File: src/hdl/i2c_master_byte_engine_unit_macros.svh
// Assertion macros for the I2C master byte engine.
// Included by the top level; no other dependencies.
`ifndef I2C_MASTER_BYTE_ENGINE_UNIT_MACROS_SVH
`define I2C_MASTER_BYTE_ENGINE_UNIT_MACROS_SVH

`ifndef NO_ASSERTIONS

`define I2CMBE_ASSERT_IMPL(label, clk, rst, ante, cons) \
   label: assert property (@(posedge clk) disable iff (rst) (ante) |-> (cons)) \
      else $error("i2c byte engine check failed");

`define I2CMBE_ASSERT_NEXT(label, clk, rst, ante, cons) \
   label: assert property (@(posedge clk) disable iff (rst) (ante) |=> (cons)) \
      else $error("i2c byte engine check failed");

`else

`define I2CMBE_ASSERT_IMPL(label, clk, rst, ante, cons)

`define I2CMBE_ASSERT_NEXT(label, clk, rst, ante, cons)

`endif

`endif

File: src/hdl/i2cmbe_pkg.sv
// Types and constants for the I2C master byte engine.
// No dependencies.
package i2cmbe_pkg;

   localparam int CSR_ADDR_W  = 2;
   localparam int CSR_DATA_W  = 8;
   localparam int REQ_DATA_W  = 16;
   localparam int RSP_DATA_W  = 16;

   localparam logic [CSR_ADDR_W-1:0] CSR_HALF_BIT    = 2'd0;
   localparam logic [CSR_ADDR_W-1:0] CSR_HOLD        = 2'd1;
   localparam logic [CSR_ADDR_W-1:0] CSR_ACK_TIMEOUT = 2'd2;

   localparam logic [7:0] HALF_BIT_RESET    = 8'd2;
   localparam logic [7:0] HOLD_RESET        = 8'd4;
   localparam logic [7:0] ACK_TIMEOUT_RESET = 8'd250;
   localparam logic [3:0] BITS_PER_BYTE     = 4'd8;

   typedef enum logic {
      REQ_TICK    = 1'b0,
      REQ_COMMAND = 1'b1
   } req_kind_type;

   typedef enum logic [1:0] {
      CMD_START = 2'd0,
      CMD_STOP  = 2'd1,
      CMD_WRITE = 2'd2,
      CMD_READ  = 2'd3
   } cmd_type;

   typedef enum logic [13:0] {
      PH_IDLE    = 14'b00000000000001,
      PH_STA_A   = 14'b00000000000010,
      PH_STA_B   = 14'b00000000000100,
      PH_STO_A   = 14'b00000000001000,
      PH_STO_B   = 14'b00000000010000,
      PH_STO_C   = 14'b00000000100000,
      PH_WR_LOW  = 14'b00000001000000,
      PH_WR_HIGH = 14'b00000010000000,
      PH_WA_LOW  = 14'b00000100000000,
      PH_WA_HIGH = 14'b00001000000000,
      PH_RD_LOW  = 14'b00010000000000,
      PH_RD_HIGH = 14'b00100000000000,
      PH_RA_LOW  = 14'b01000000000000,
      PH_RA_HIGH = 14'b10000000000000
   } phase_type;

   // a zero register acts as one tick
   function automatic logic [7:0] tick_limit(input logic [7:0] r);
      return (r == 8'd0) ? 8'd1 : r;
   endfunction

endpackage

File: src/hdl/i2c_master_byte_engine_unit.sv
// Byte-level I2C master: sequencer, configuration registers, stream ports.
// Depends on i2cmbe_pkg and i2c_master_byte_engine_unit_macros.svh.
//
// Each request is a command (start, stop, write byte, read byte) or a tick
// carrying the sampled SDA level; every request yields exactly one response
// with the driven SCL/SDA levels and status. One request is accepted per
// clock while the response side does not stall; a request passes an input
// register, one step of the bit sequencer and the response register, and a
// stalled response holds the input register and blocks new requests.
// Commands sent while a command is in progress are ignored and flagged
// cmd_rejected. Bus timing counts ticks only, using half_bit_ticks,
// hold_ticks and ack_timeout.
`include "i2c_master_byte_engine_unit_macros.svh"

module i2c_master_byte_engine_unit (
   input  logic                              clock,
   input  logic                              reset,
   input  logic                              req_tvalid,
   output logic                              req_tready,
   // [1:0] command, [9:2] tx_byte, [10] ack_after_read, [11] sda_in
   input  logic [i2cmbe_pkg::REQ_DATA_W-1:0] req_tdata,
   // [0] req_type
   input  logic                              req_tuser,
   output logic                              rsp_tvalid,
   input  logic                              rsp_tready,
   // [0] scl_level, [1] sda_level, [2] busy_res, [3] done_res,
   // [11:4] rx_byte, [12] ack_failed, [13] cmd_rejected
   output logic [i2cmbe_pkg::RSP_DATA_W-1:0] rsp_tdata,
   input  logic                              csr_we,
   input  logic [i2cmbe_pkg::CSR_ADDR_W-1:0] csr_index,
   input  logic [i2cmbe_pkg::CSR_DATA_W-1:0] csr_wdata
);
   import i2cmbe_pkg::*;

   logic [7:0] half_bit_ff, hold_ff, ack_timeout_ff;

   logic         item_valid_ff;
   req_kind_type item_kind_ff;
   cmd_type      item_cmd_ff;
   logic [7:0]   item_tx_ff;
   logic         item_ackr_ff, item_sda_ff;

   phase_type  phase_ff, phase_in;
   logic [3:0] bit_count_ff, bit_count_in;
   logic [7:0] shift_ff, shift_in;
   logic [7:0] tick_count_ff, tick_count_in;
   logic [7:0] wait_count_ff, wait_count_in;
   logic       ack_choice_ff, ack_choice_in;
   logic       scl_ff, scl_in;
   logic       sda_ff, sda_in;
   logic       fail_pending_ff, fail_pending_in;

   logic                  rsp_valid_ff;
   logic [RSP_DATA_W-1:0] rsp_data_ff, rsp_data_in;

   logic       advance;
   logic       done_in, failed_in, rejected_in;
   logic [7:0] rx_in, tick_sum;
   logic [3:0] bit_sum;
   logic       hb_end, hold_end;

   assign advance    = item_valid_ff && (!rsp_valid_ff || rsp_tready);
   assign req_tready = !item_valid_ff || advance;
   assign rsp_tvalid = rsp_valid_ff;
   assign rsp_tdata  = rsp_data_ff;

   always_ff @(posedge clock) begin
      if (reset) begin
         half_bit_ff    <= HALF_BIT_RESET;
         hold_ff        <= HOLD_RESET;
         ack_timeout_ff <= ACK_TIMEOUT_RESET;
      end else if (csr_we) begin
         unique case (csr_index)
            CSR_HALF_BIT:    half_bit_ff    <= csr_wdata;
            CSR_HOLD:        hold_ff        <= csr_wdata;
            CSR_ACK_TIMEOUT: ack_timeout_ff <= csr_wdata;
            default: ;
         endcase
      end
   end

   // input register
   always_ff @(posedge clock) begin
      if (reset) begin
         item_valid_ff <= 1'b0;
      end else if (req_tvalid && req_tready) begin
         item_valid_ff <= 1'b1;
      end else if (advance) begin
         item_valid_ff <= 1'b0;
      end
   end

   always_ff @(posedge clock) begin
      if (req_tvalid && req_tready) begin
         item_kind_ff <= req_kind_type'(req_tuser);
         item_cmd_ff  <= cmd_type'(req_tdata[1:0]);
         item_tx_ff   <= req_tdata[9:2];
         item_ackr_ff <= req_tdata[10];
         item_sda_ff  <= req_tdata[11];
      end
   end

   // sequencer step
   always_comb begin
      phase_in        = phase_ff;
      bit_count_in    = bit_count_ff;
      shift_in        = shift_ff;
      tick_count_in   = tick_count_ff;
      wait_count_in   = wait_count_ff;
      ack_choice_in   = ack_choice_ff;
      scl_in          = scl_ff;
      sda_in          = sda_ff;
      fail_pending_in = fail_pending_ff;
      done_in         = 1'b0;
      failed_in       = 1'b0;
      rejected_in     = 1'b0;
      rx_in           = 8'd0;
      tick_sum        = tick_count_ff + 8'd1;
      bit_sum         = bit_count_ff + 4'd1;
      hb_end          = tick_sum >= tick_limit(half_bit_ff);
      hold_end        = tick_sum >= tick_limit(hold_ff);

      if (item_kind_ff == REQ_COMMAND) begin
         if (phase_ff != PH_IDLE) begin
            rejected_in = 1'b1;
         end else begin
            tick_count_in   = 8'd0;
            bit_count_in    = 4'd0;
            fail_pending_in = 1'b0;
            unique case (item_cmd_ff)
               CMD_START: begin
                  sda_in = 1'b1; scl_in = 1'b1; phase_in = PH_STA_A;
               end
               CMD_STOP: begin
                  sda_in = 1'b0; scl_in = 1'b0; phase_in = PH_STO_A;
               end
               CMD_WRITE: begin
                  shift_in = item_tx_ff; scl_in = 1'b0;
                  sda_in = item_tx_ff[7]; phase_in = PH_WR_LOW;
               end
               CMD_READ: begin
                  shift_in = 8'd0; ack_choice_in = item_ackr_ff;
                  scl_in = 1'b0; sda_in = 1'b1; phase_in = PH_RD_LOW;
               end
               default: ;
            endcase
         end
      end else begin
         unique case (phase_ff)
            PH_IDLE: ;
            PH_STA_A: begin
               tick_count_in = hold_end ? 8'd0 : tick_sum;
               if (hold_end) begin
                  sda_in = 1'b0; phase_in = PH_STA_B;
               end
            end
            PH_STA_B: begin
               tick_count_in = hold_end ? 8'd0 : tick_sum;
               if (hold_end) begin
                  scl_in = 1'b0; phase_in = PH_IDLE; done_in = 1'b1;
               end
            end
            PH_STO_A: begin
               tick_count_in = hold_end ? 8'd0 : tick_sum;
               if (hold_end) begin
                  scl_in = 1'b1; phase_in = PH_STO_B;
               end
            end
            PH_STO_B: begin
               tick_count_in = hold_end ? 8'd0 : tick_sum;
               if (hold_end) begin
                  sda_in = 1'b1; phase_in = PH_STO_C;
               end
            end
            PH_STO_C: begin
               tick_count_in = hold_end ? 8'd0 : tick_sum;
               if (hold_end) begin
                  phase_in = PH_IDLE; done_in = 1'b1;
                  failed_in = fail_pending_ff; fail_pending_in = 1'b0;
               end
            end
            PH_WR_LOW: begin
               tick_count_in = hb_end ? 8'd0 : tick_sum;
               if (hb_end) begin
                  scl_in = 1'b1; phase_in = PH_WR_HIGH;
               end
            end
            PH_WR_HIGH: begin
               tick_count_in = hb_end ? 8'd0 : tick_sum;
               if (hb_end) begin
                  scl_in       = 1'b0;
                  bit_count_in = bit_sum;
                  if (bit_sum >= BITS_PER_BYTE) begin
                     sda_in = 1'b1; phase_in = PH_WA_LOW;
                  end else begin
                     shift_in = {shift_ff[6:0], 1'b0};
                     sda_in   = shift_ff[6];
                     phase_in = PH_WR_LOW;
                  end
               end
            end
            PH_WA_LOW: begin
               tick_count_in = hb_end ? 8'd0 : tick_sum;
               if (hb_end) begin
                  scl_in = 1'b1; wait_count_in = 8'd0; phase_in = PH_WA_HIGH;
               end
            end
            PH_WA_HIGH: begin
               if (!item_sda_ff) begin
                  scl_in = 1'b0; phase_in = PH_IDLE; done_in = 1'b1;
               end else if (wait_count_ff >= ack_timeout_ff) begin
                  // no ack: force a stop and report it at its end
                  scl_in = 1'b0; sda_in = 1'b0; tick_count_in = 8'd0;
                  fail_pending_in = 1'b1; phase_in = PH_STO_A;
               end else begin
                  wait_count_in = wait_count_ff + 8'd1;
               end
            end
            PH_RD_LOW: begin
               tick_count_in = hb_end ? 8'd0 : tick_sum;
               if (hb_end) begin
                  scl_in = 1'b1; phase_in = PH_RD_HIGH;
               end
            end
            PH_RD_HIGH: begin
               tick_count_in = hb_end ? 8'd0 : tick_sum;
               if (hb_end) begin
                  shift_in     = {shift_ff[6:0], item_sda_ff};
                  scl_in       = 1'b0;
                  bit_count_in = bit_sum;
                  if (bit_sum >= BITS_PER_BYTE) begin
                     sda_in = !ack_choice_ff; phase_in = PH_RA_LOW;
                  end else begin
                     phase_in = PH_RD_LOW;
                  end
               end
            end
            PH_RA_LOW: begin
               tick_count_in = hb_end ? 8'd0 : tick_sum;
               if (hb_end) begin
                  scl_in = 1'b1; phase_in = PH_RA_HIGH;
               end
            end
            PH_RA_HIGH: begin
               tick_count_in = hb_end ? 8'd0 : tick_sum;
               if (hb_end) begin
                  scl_in = 1'b0; phase_in = PH_IDLE; done_in = 1'b1;
                  rx_in = shift_ff;
               end
            end
            default: phase_in = PH_IDLE;
         endcase
      end

      rsp_data_in = {2'b00, rejected_in, failed_in, rx_in, done_in,
                     (phase_in != PH_IDLE), sda_in, scl_in};
   end

   always_ff @(posedge clock) begin
      if (reset) begin
         phase_ff        <= PH_IDLE;
         bit_count_ff    <= 4'd0;
         shift_ff        <= 8'd0;
         tick_count_ff   <= 8'd0;
         wait_count_ff   <= 8'd0;
         ack_choice_ff   <= 1'b0;
         scl_ff          <= 1'b1;
         sda_ff          <= 1'b1;
         fail_pending_ff <= 1'b0;
      end else if (advance) begin
         phase_ff        <= phase_in;
         bit_count_ff    <= bit_count_in;
         shift_ff        <= shift_in;
         tick_count_ff   <= tick_count_in;
         wait_count_ff   <= wait_count_in;
         ack_choice_ff   <= ack_choice_in;
         scl_ff          <= scl_in;
         sda_ff          <= sda_in;
         fail_pending_ff <= fail_pending_in;
      end
   end

   // response register
   always_ff @(posedge clock) begin
      if (reset) begin
         rsp_valid_ff <= 1'b0;
      end else if (advance) begin
         rsp_valid_ff <= 1'b1;
      end else if (rsp_tready) begin
         rsp_valid_ff <= 1'b0;
      end
   end

   always_ff @(posedge clock) begin
      if (advance) begin
         rsp_data_ff <= rsp_data_in;
      end
   end

   `I2CMBE_ASSERT_NEXT(a_reject_keeps_phase, clock, reset, advance && rejected_in, $stable(phase_ff))
   `I2CMBE_ASSERT_IMPL(a_done_ends_idle, clock, reset, advance && done_in, phase_in == PH_IDLE)
   `I2CMBE_ASSERT_IMPL(a_fail_with_done, clock, reset, rsp_valid_ff && rsp_data_ff[12], rsp_data_ff[3])
   `I2CMBE_ASSERT_IMPL(a_stall_blocks_input, clock, reset, item_valid_ff && rsp_valid_ff && !rsp_tready, !req_tready)

endmodule
File: config.mk
export PLATFORM = sky130hd
export DESIGN_NAME = i2c_master_byte_engine_unit
export DESIGN_NICKNAME = d
export VERILOG_FILES = /design/src/hdl/i2cmbe_pkg.sv /design/src/hdl/i2c_master_byte_engine_unit.sv
export VERILOG_INCLUDE_DIRS = /design/src /design/src/hdl
export SDC_FILE = /design/constraint.sdc
export NUM_CORES = 1
export LEC_CHECK = 0
export BUFFER_PORTS_ARGS = -buffer_cell sky130_fd_sc_hd__buf_2
export CELL_PAD_IN_SITES_DETAIL_PLACEMENT = 1
export CELL_PAD_IN_SITES_GLOBAL_PLACEMENT = 1
export CORE_ASPECT_RATIO = 1.1
export CORE_MARGIN = 2
export CORE_UTILIZATION = 50
export CTS_CLUSTER_DIAMETER = 80
export DETAILED_ROUTE_END_ITERATION = 8
export HOLD_SLACK_MARGIN = 0.02
export PLACE_DENSITY = 0.93
export SLEW_MARGIN = 25
export SYNTH_ARGS = -nofsm -noshare
export SYNTH_HDL_FRONTEND = slang
export SYNTH_SLANG_ARGS = --single-unit
File: constraint.sdc
create_clock -name clock -period 6.72 [get_ports clock]
set_clock_uncertainty 0.2 [all_clocks]
set_input_delay 0.672 -clock clock [delete_from_list [all_inputs] [get_ports clock]]
set_output_delay 0.672 -clock clock [all_outputs]
set_load 0.02 [all_outputs]
=== Yosys cells after proc, flatten, opt, wreduce, memory -nomap -nowiden ===
Index checks and enable logic that the tools add are counted.

* Bits of input ports: 32
* Output and inout bits: 18
* Logic and storage cells: 187
* Memory bits (read-only): 0
* Memories kept: 0
* Memory bits (writable): 0
* Latch bits: 0
* Bits in registers: 99

* Bitwise gates (word level): 6
* Eq/ne operators: 32
* Reduce and logical (&&, ||, !) cells: 38
* Shift-type cells: 0
* $mul: 0
* Magnitude comparators: 4
* Divide/modulo/power cells: 0
* $add $sub $neg: 3
* Multiplexer cells: 80

{| class="wikitable"
|+ Operators with widths
! cell !! number
|-
| $mux 14 || 15
|-
| $pmux 14 s13 || 1
|-
| $mux 8 || 16
|-
| $pmux 14 s4 || 1
|-
| $pmux 8 s2 || 3
|-
| $mux 1 || 31
|-
| $ne 14x1->1 const B || 2
|-
| $ge 8x8->1 || 3
|-
| $pmux 8 s3 || 1
|-
| $ne 3x3->1 const B || 6
|-
| $add 8x1->8 const B || 2
|-
| $logic_not 8->1 || 2
|-
| $mux 4 || 4
|-
| $eq 14x1->1 const B || 1
|-
| $eq 14x10->1 const B || 1
|-
| $eq 14x11->1 const B || 1
|-
| $eq 14x12->1 const B || 1
|-
| $eq 14x13->1 const B || 1
|-
| $eq 14x14->1 const B || 1
|-
| $eq 14x2->1 const B || 1
|-
| $eq 14x3->1 const B || 1
|-
| $eq 14x4->1 const B || 1
|-
| $eq 14x5->1 const B || 1
|-
| $eq 14x6->1 const B || 1
|-
| 32 further kinds || 65
|}

=== Longest topological paths before layout ===
* Depth after elaboration: 7
* Mapped depth: 14
* Mapped depth without buffers: 12

=== Least setup slack after synthesis ===
Ideal clock, no wire load.

* Path type: reg2reg
* From: register tick_count_ff[0]
* To: register rsp_data_ff[1], in the netlist rsp_tdata[1] (data pin)
* Library setup time: 0.267 ns
* Slack: 3.352 ns
* Arrival: 2.901 ns
* Period minus slack after synthesis: 3.368 ns
* Path buffers: 1
* Data required time: 6.253 ns
* Cell stages (with the launch flop): 14
* Cells stage by stage: dfxtp_1 -> ha_1 -> nand3_1 -> nor2_1 -> xor2_1 -> ha_1 -> and3_1 -> a221oi_1 -> o21ai_0 -> clkbuf_1 -> a21o_1 -> a311o_1 -> o31ai_1 -> nor3_1

* Longest elaborated chain between the ends: 5
* Elaborated cells on any way between the ends: 9
* Classes of those cells: 1 x add/sub; 2 x order compare; 6 x mux

{| class="wikitable"
|+ RTL lines
! element !! RTL line !! text
|-
| from (decl) || i2c_master_byte_engine_unit.sv:46 || <nowiki>logic [7:0] tick_count_ff, tick_count_in;</nowiki>
|-
| from (signal assigned) || i2c_master_byte_engine_unit.sv:274 || <nowiki>tick_count_ff <= tick_count_in;</nowiki>
|-
| $add 8x1->8 * || i2c_master_byte_engine_unit.sv:118 || <nowiki>tick_sum = tick_count_ff + 8'd1;</nowiki>
|-
| $ge 8x8->1, on equally long branches || i2c_master_byte_engine_unit.sv:120, i2c_master_byte_engine_unit.sv:121 ||
|-
| $mux 1, on equally long branches || n/a ||
|-
| $pmux 1 s5 * || i2c_master_byte_engine_unit.sv:149 || <nowiki>unique case (phase_ff)</nowiki>
|-
| $mux 1 * || i2c_master_byte_engine_unit.sv:123 || <nowiki>if (item_kind_ff == REQ_COMMAND) begin</nowiki>
|-
| net rsp_data_in[1] || i2c_master_byte_engine_unit.sv:54 || <nowiki>logic [RSP_DATA_W-1:0] rsp_data_ff, rsp_data_in;</nowiki>
|-
| to (signal assigned) || i2c_master_byte_engine_unit.sv:296 || <nowiki>rsp_data_ff <= rsp_data_in;</nowiki>
|-
| to (decl) || i2c_master_byte_engine_unit.sv:54 ||
|}

The timed path passes the listed nets; every way through them passes the cells marked *.
A chain may end at the register's enable or synchronous reset.

=== Worst setup path in the final report ===
Ends and elaborated chain as after synthesis.

==> flow_metrics.tcl <==
set metrics [dict create \
    outcome "complete, no violations" \
    coreArea_sq_um 11000 \
    start_util 0.515 \
    synth_edf_count 27 \
    synthFlopType "dfxtp_1" \
    ys_seq_area_frac 0.397 \
    grt_usage 0.322 \
    postLayoutCellArea_sq_um 6250 \
    die_h_um 116 \
    path_class "flip-flop to flip-flop" \
    setup_viol 0 \
    fin_crit_ns 4.44 \
    dp_hpwl_um 12800 \
    dp_cells 798 \
    clock_latency_ns 0.36 \
    drcViolationCount 0 \
    hold_viol 0 \
    cts_tree "yes" \
    areaGrowthSynthToFinish_pct 10.2 \
    antenna_found_initial 0 \
    finalSetupTns_ns 0 \
    path_common_cell "and3_1" \
    synth_simple_gate_area_share 0.223 \
    avgSynthCellArea_sq_um 8.87 \
    post_cts_resized 0 \
    grt_max_degree 49 \
    nNetsFinal 725 \
    drt-total-wl_um 19300 \
    htreeDepth 3 \
    slowest_stage "o31ai_1" \
    hp-class "input port to flip-flop" \
    instances_no_fill 814 \
    worst_slew_pin_slew_ns 1.01 \
    crit_fanout 21 \
    grt_overflow_total 0 \
    cp-start-kind "flip-flop" \
    critPathArrivalTime_ns 4.32 \
    fmax_mhz 225 \
    synth_adder_area_share 0.0684 \
    path_cells "and3_1, nand3_1, nor2_1, xor2_1, ha_1, and3_1, a221oi_1, o21ai_1, buf_4, mux2_2, a311o_1, o31ai_1, nor3_1" \
    synth-compound-area-share 0.205 \
    yosys-mux-area-fraction 0.0214 \
    vdd_drop_max_v 0.000209 \
    vias 5369 \
    portBuffers 43 \
    ios 50 \
    cts_setup_buffers 0 \
    row_count 40 \
    drt-wirelength-per-cell_um 23.7 \
    worstSetupEndpointType "flip-flop" \
    synth_xor_area_frac 0.0278 \
    leakagePower_nw 2.56 \
    hold_buffers 0 \
    placed_area_sq_um 5930 \
    netlist_instances 639 \
    first_global_vias 5612 \
    routed_via_density 6.60 \
    synth_top_family_by_area "simple AND/OR/NAND/NOR gates" \
    crit_family "compound AO/OA/AOI/OAI gates" \
    cts_buffer_depth 2 \
    first_pass_iters 5 \
    p_per_area_nw_per_um2 221 \
    slew_headroom 0.328 \
    postRouteAntennaNets 0 \
    cp_num_cells 13 \
    drv_slew 0 \
    grt_first_pass_wirelength_um 30400 \
    cts_sinks 99 \
    yosys.area.top_type "dfxtp_1" \
    path_clk_slew_ns 0.07 \
    first_iter_violations 405 \
    rsz0062_at_grt "no" \
    cp.buffers_inverters 1 \
    fin_crit_sh 0.661 \
    syn_area_sq_um 5670 \
    routabilityCongestion 0.934 \
    max_cap_viol_count 0 \
    drive_above_1_share 0.127 \
    synthTopCellsByArea "dfxtp_1, edfxtp_1, ha_1" \
    async_reset_ff_frac 0 \
    yosys_warnings 0 \
    die_w_um 106 \
    cts_root_buf "clkbuf_16" \
    dieArea_sq_um 12200 \
    cts-buffers-inserted 9 \
    cp.required_ns 6.60 \
    r2r_cells 13 \
    diodes 0 \
    yosysUniqueCellTypes 75 \
    whs_ns 0.283 \
    final_util 0.567 \
    yosysTopAreaCellShare 0.254 \
    hold_depth 1 \
    critical_path.max_stage_delay_ns 0.52 \
    synth-seq-cells 99 \
]
[cell type report]
type                       instances  area [sq um]
tap                              147           184
clock buffer                       9           225
inverter                          35           131
clock inverter                     7          92.6
fill                            1299          4760
multi-input combinational        468          3100
timing repair buffer              49           260
sequential                        99          2250
[worst register-to-register path: stages (launching register included)]
cell      delay, ns
dfxtp_1        0.48
and3_1         0.21
nand3_1        0.17
nor2_1         0.18
xor2_1         0.35
ha_1           0.33
and3_1         0.20
a221oi_1       0.31
o21ai_1        0.14
buf_4          0.23
mux2_2         0.30
a311o_1        0.38
o31ai_1        0.52
nor3_1         0.17
[power breakdown]
part           leakage (nW)  switching, mW  total, mW  internal (mW)
clock network         0.156          0.263      0.562          0.300
registers             0.836         0.0196      0.653          0.634
logic                  1.57          0.113      0.166         0.0527
total                  2.56          0.395       1.38          0.986
[stage by stage]
stage	power [mW]	worst slack, ns
3_3_place_gp	0.807	2.85
4_1_cts	1.37	2.36
5_1_grt	1.42	2.04
6_report	1.38	2.28
3_5_place_dp	0.820	2.53
2_1_floorplan	0.766	3.35
[cells in the mapped netlist, types with 10 or more instances]
| cell | n |
|---|---|
| a211oi_1 | 14 |
| a21oi_1 | 43 |
| and3_1 | 16 |
| clkbuf_1 | 24 |
| dfxtp_1 | 72 |
| edfxtp_1 | 27 |
| ha_1 | 31 |
| inv_1 | 34 |
| mux2i_1 | 11 |
| nand2_1 | 39 |
| nand3_1 | 19 |
| nor2_1 | 70 |
| nor3_1 | 17 |
| o211ai_1 | 12 |
| o21ai_0 | 26 |
| xor2_1 | 10 |
[routing by layer]
| metal | vias to the layer above | part of all wire | GRT usage |
|---|---|---|---|
| li1 | 2399 | - | - |
| met2 | 235 | 0.51 | 0.576 |
| met4 | 0 | 0.038 | 0.147 |
| met5 | - | 0 | 0 |
| met1 | 2669 | 0.39 | 0.378 |
| met3 | 66 | 0.061 | 0.0557 |
[cell usage in the layout, fill, tap and decap left out, drive strengths merged, types with 4 or more instances in the layout]
cell,instances
nand3,19
ha,31
nand4,8
nor4b,6
nand2b,4
a21oi,43
dfxtp,72
xor2,10
or4,5
o21a,4
nor2,73
a32oi,4
buf,49
nor3b,4
and3,16
clkbuf,9
o31ai,5
o211ai,12
a211oi,15
nor4,9
nor2b,8
o21ai,29
and2,5
a21o,9
a31oi,7
nor3,17
edfxtp,27
or3,9
nand2,39
inv,38
xnor2,8
a22oi,8
a22o,4
mux2i,11
[worst paths after layout]
check	startpoint	to	slack [ns]
min	req_tdata[0]	item_cmd_ff[0]	0.28
min reg2reg	fail_pending_ff	fail_pending_ff	0.30
max reg2reg	tick_count_ff[0]	rsp_tdata[1]	2.28
max	tick_count_ff[0]	rsp_tdata[1]	2.28
[kinds of logic (layout without fill, tap and decap cells)]
group                      Yosys count  after routing
AOI/OAI and AO/OA                  169            169
xor gates and xnor gates            18             18
adders and majority gates           31             31
buffers and inverters               73            100
DFF                                 99             99
muxes                               12             12
other                                1              2
and+or+nand+nor                    236            236
[state kept, by name, indices dropped and copies added, names as in the netlist, 2 cells and up]
register	cells
wait_count_ff	8
half_bit_ff	8
item_cmd_ff	2
bit_count_ff	4
tick_count_ff	8
hold_ff	8
ack_timeout_ff	8
phase_ff	14
rsp_tdata	14
shift_ff	8
item_tx_ff	8
Power figures use the tool's default switching activity.
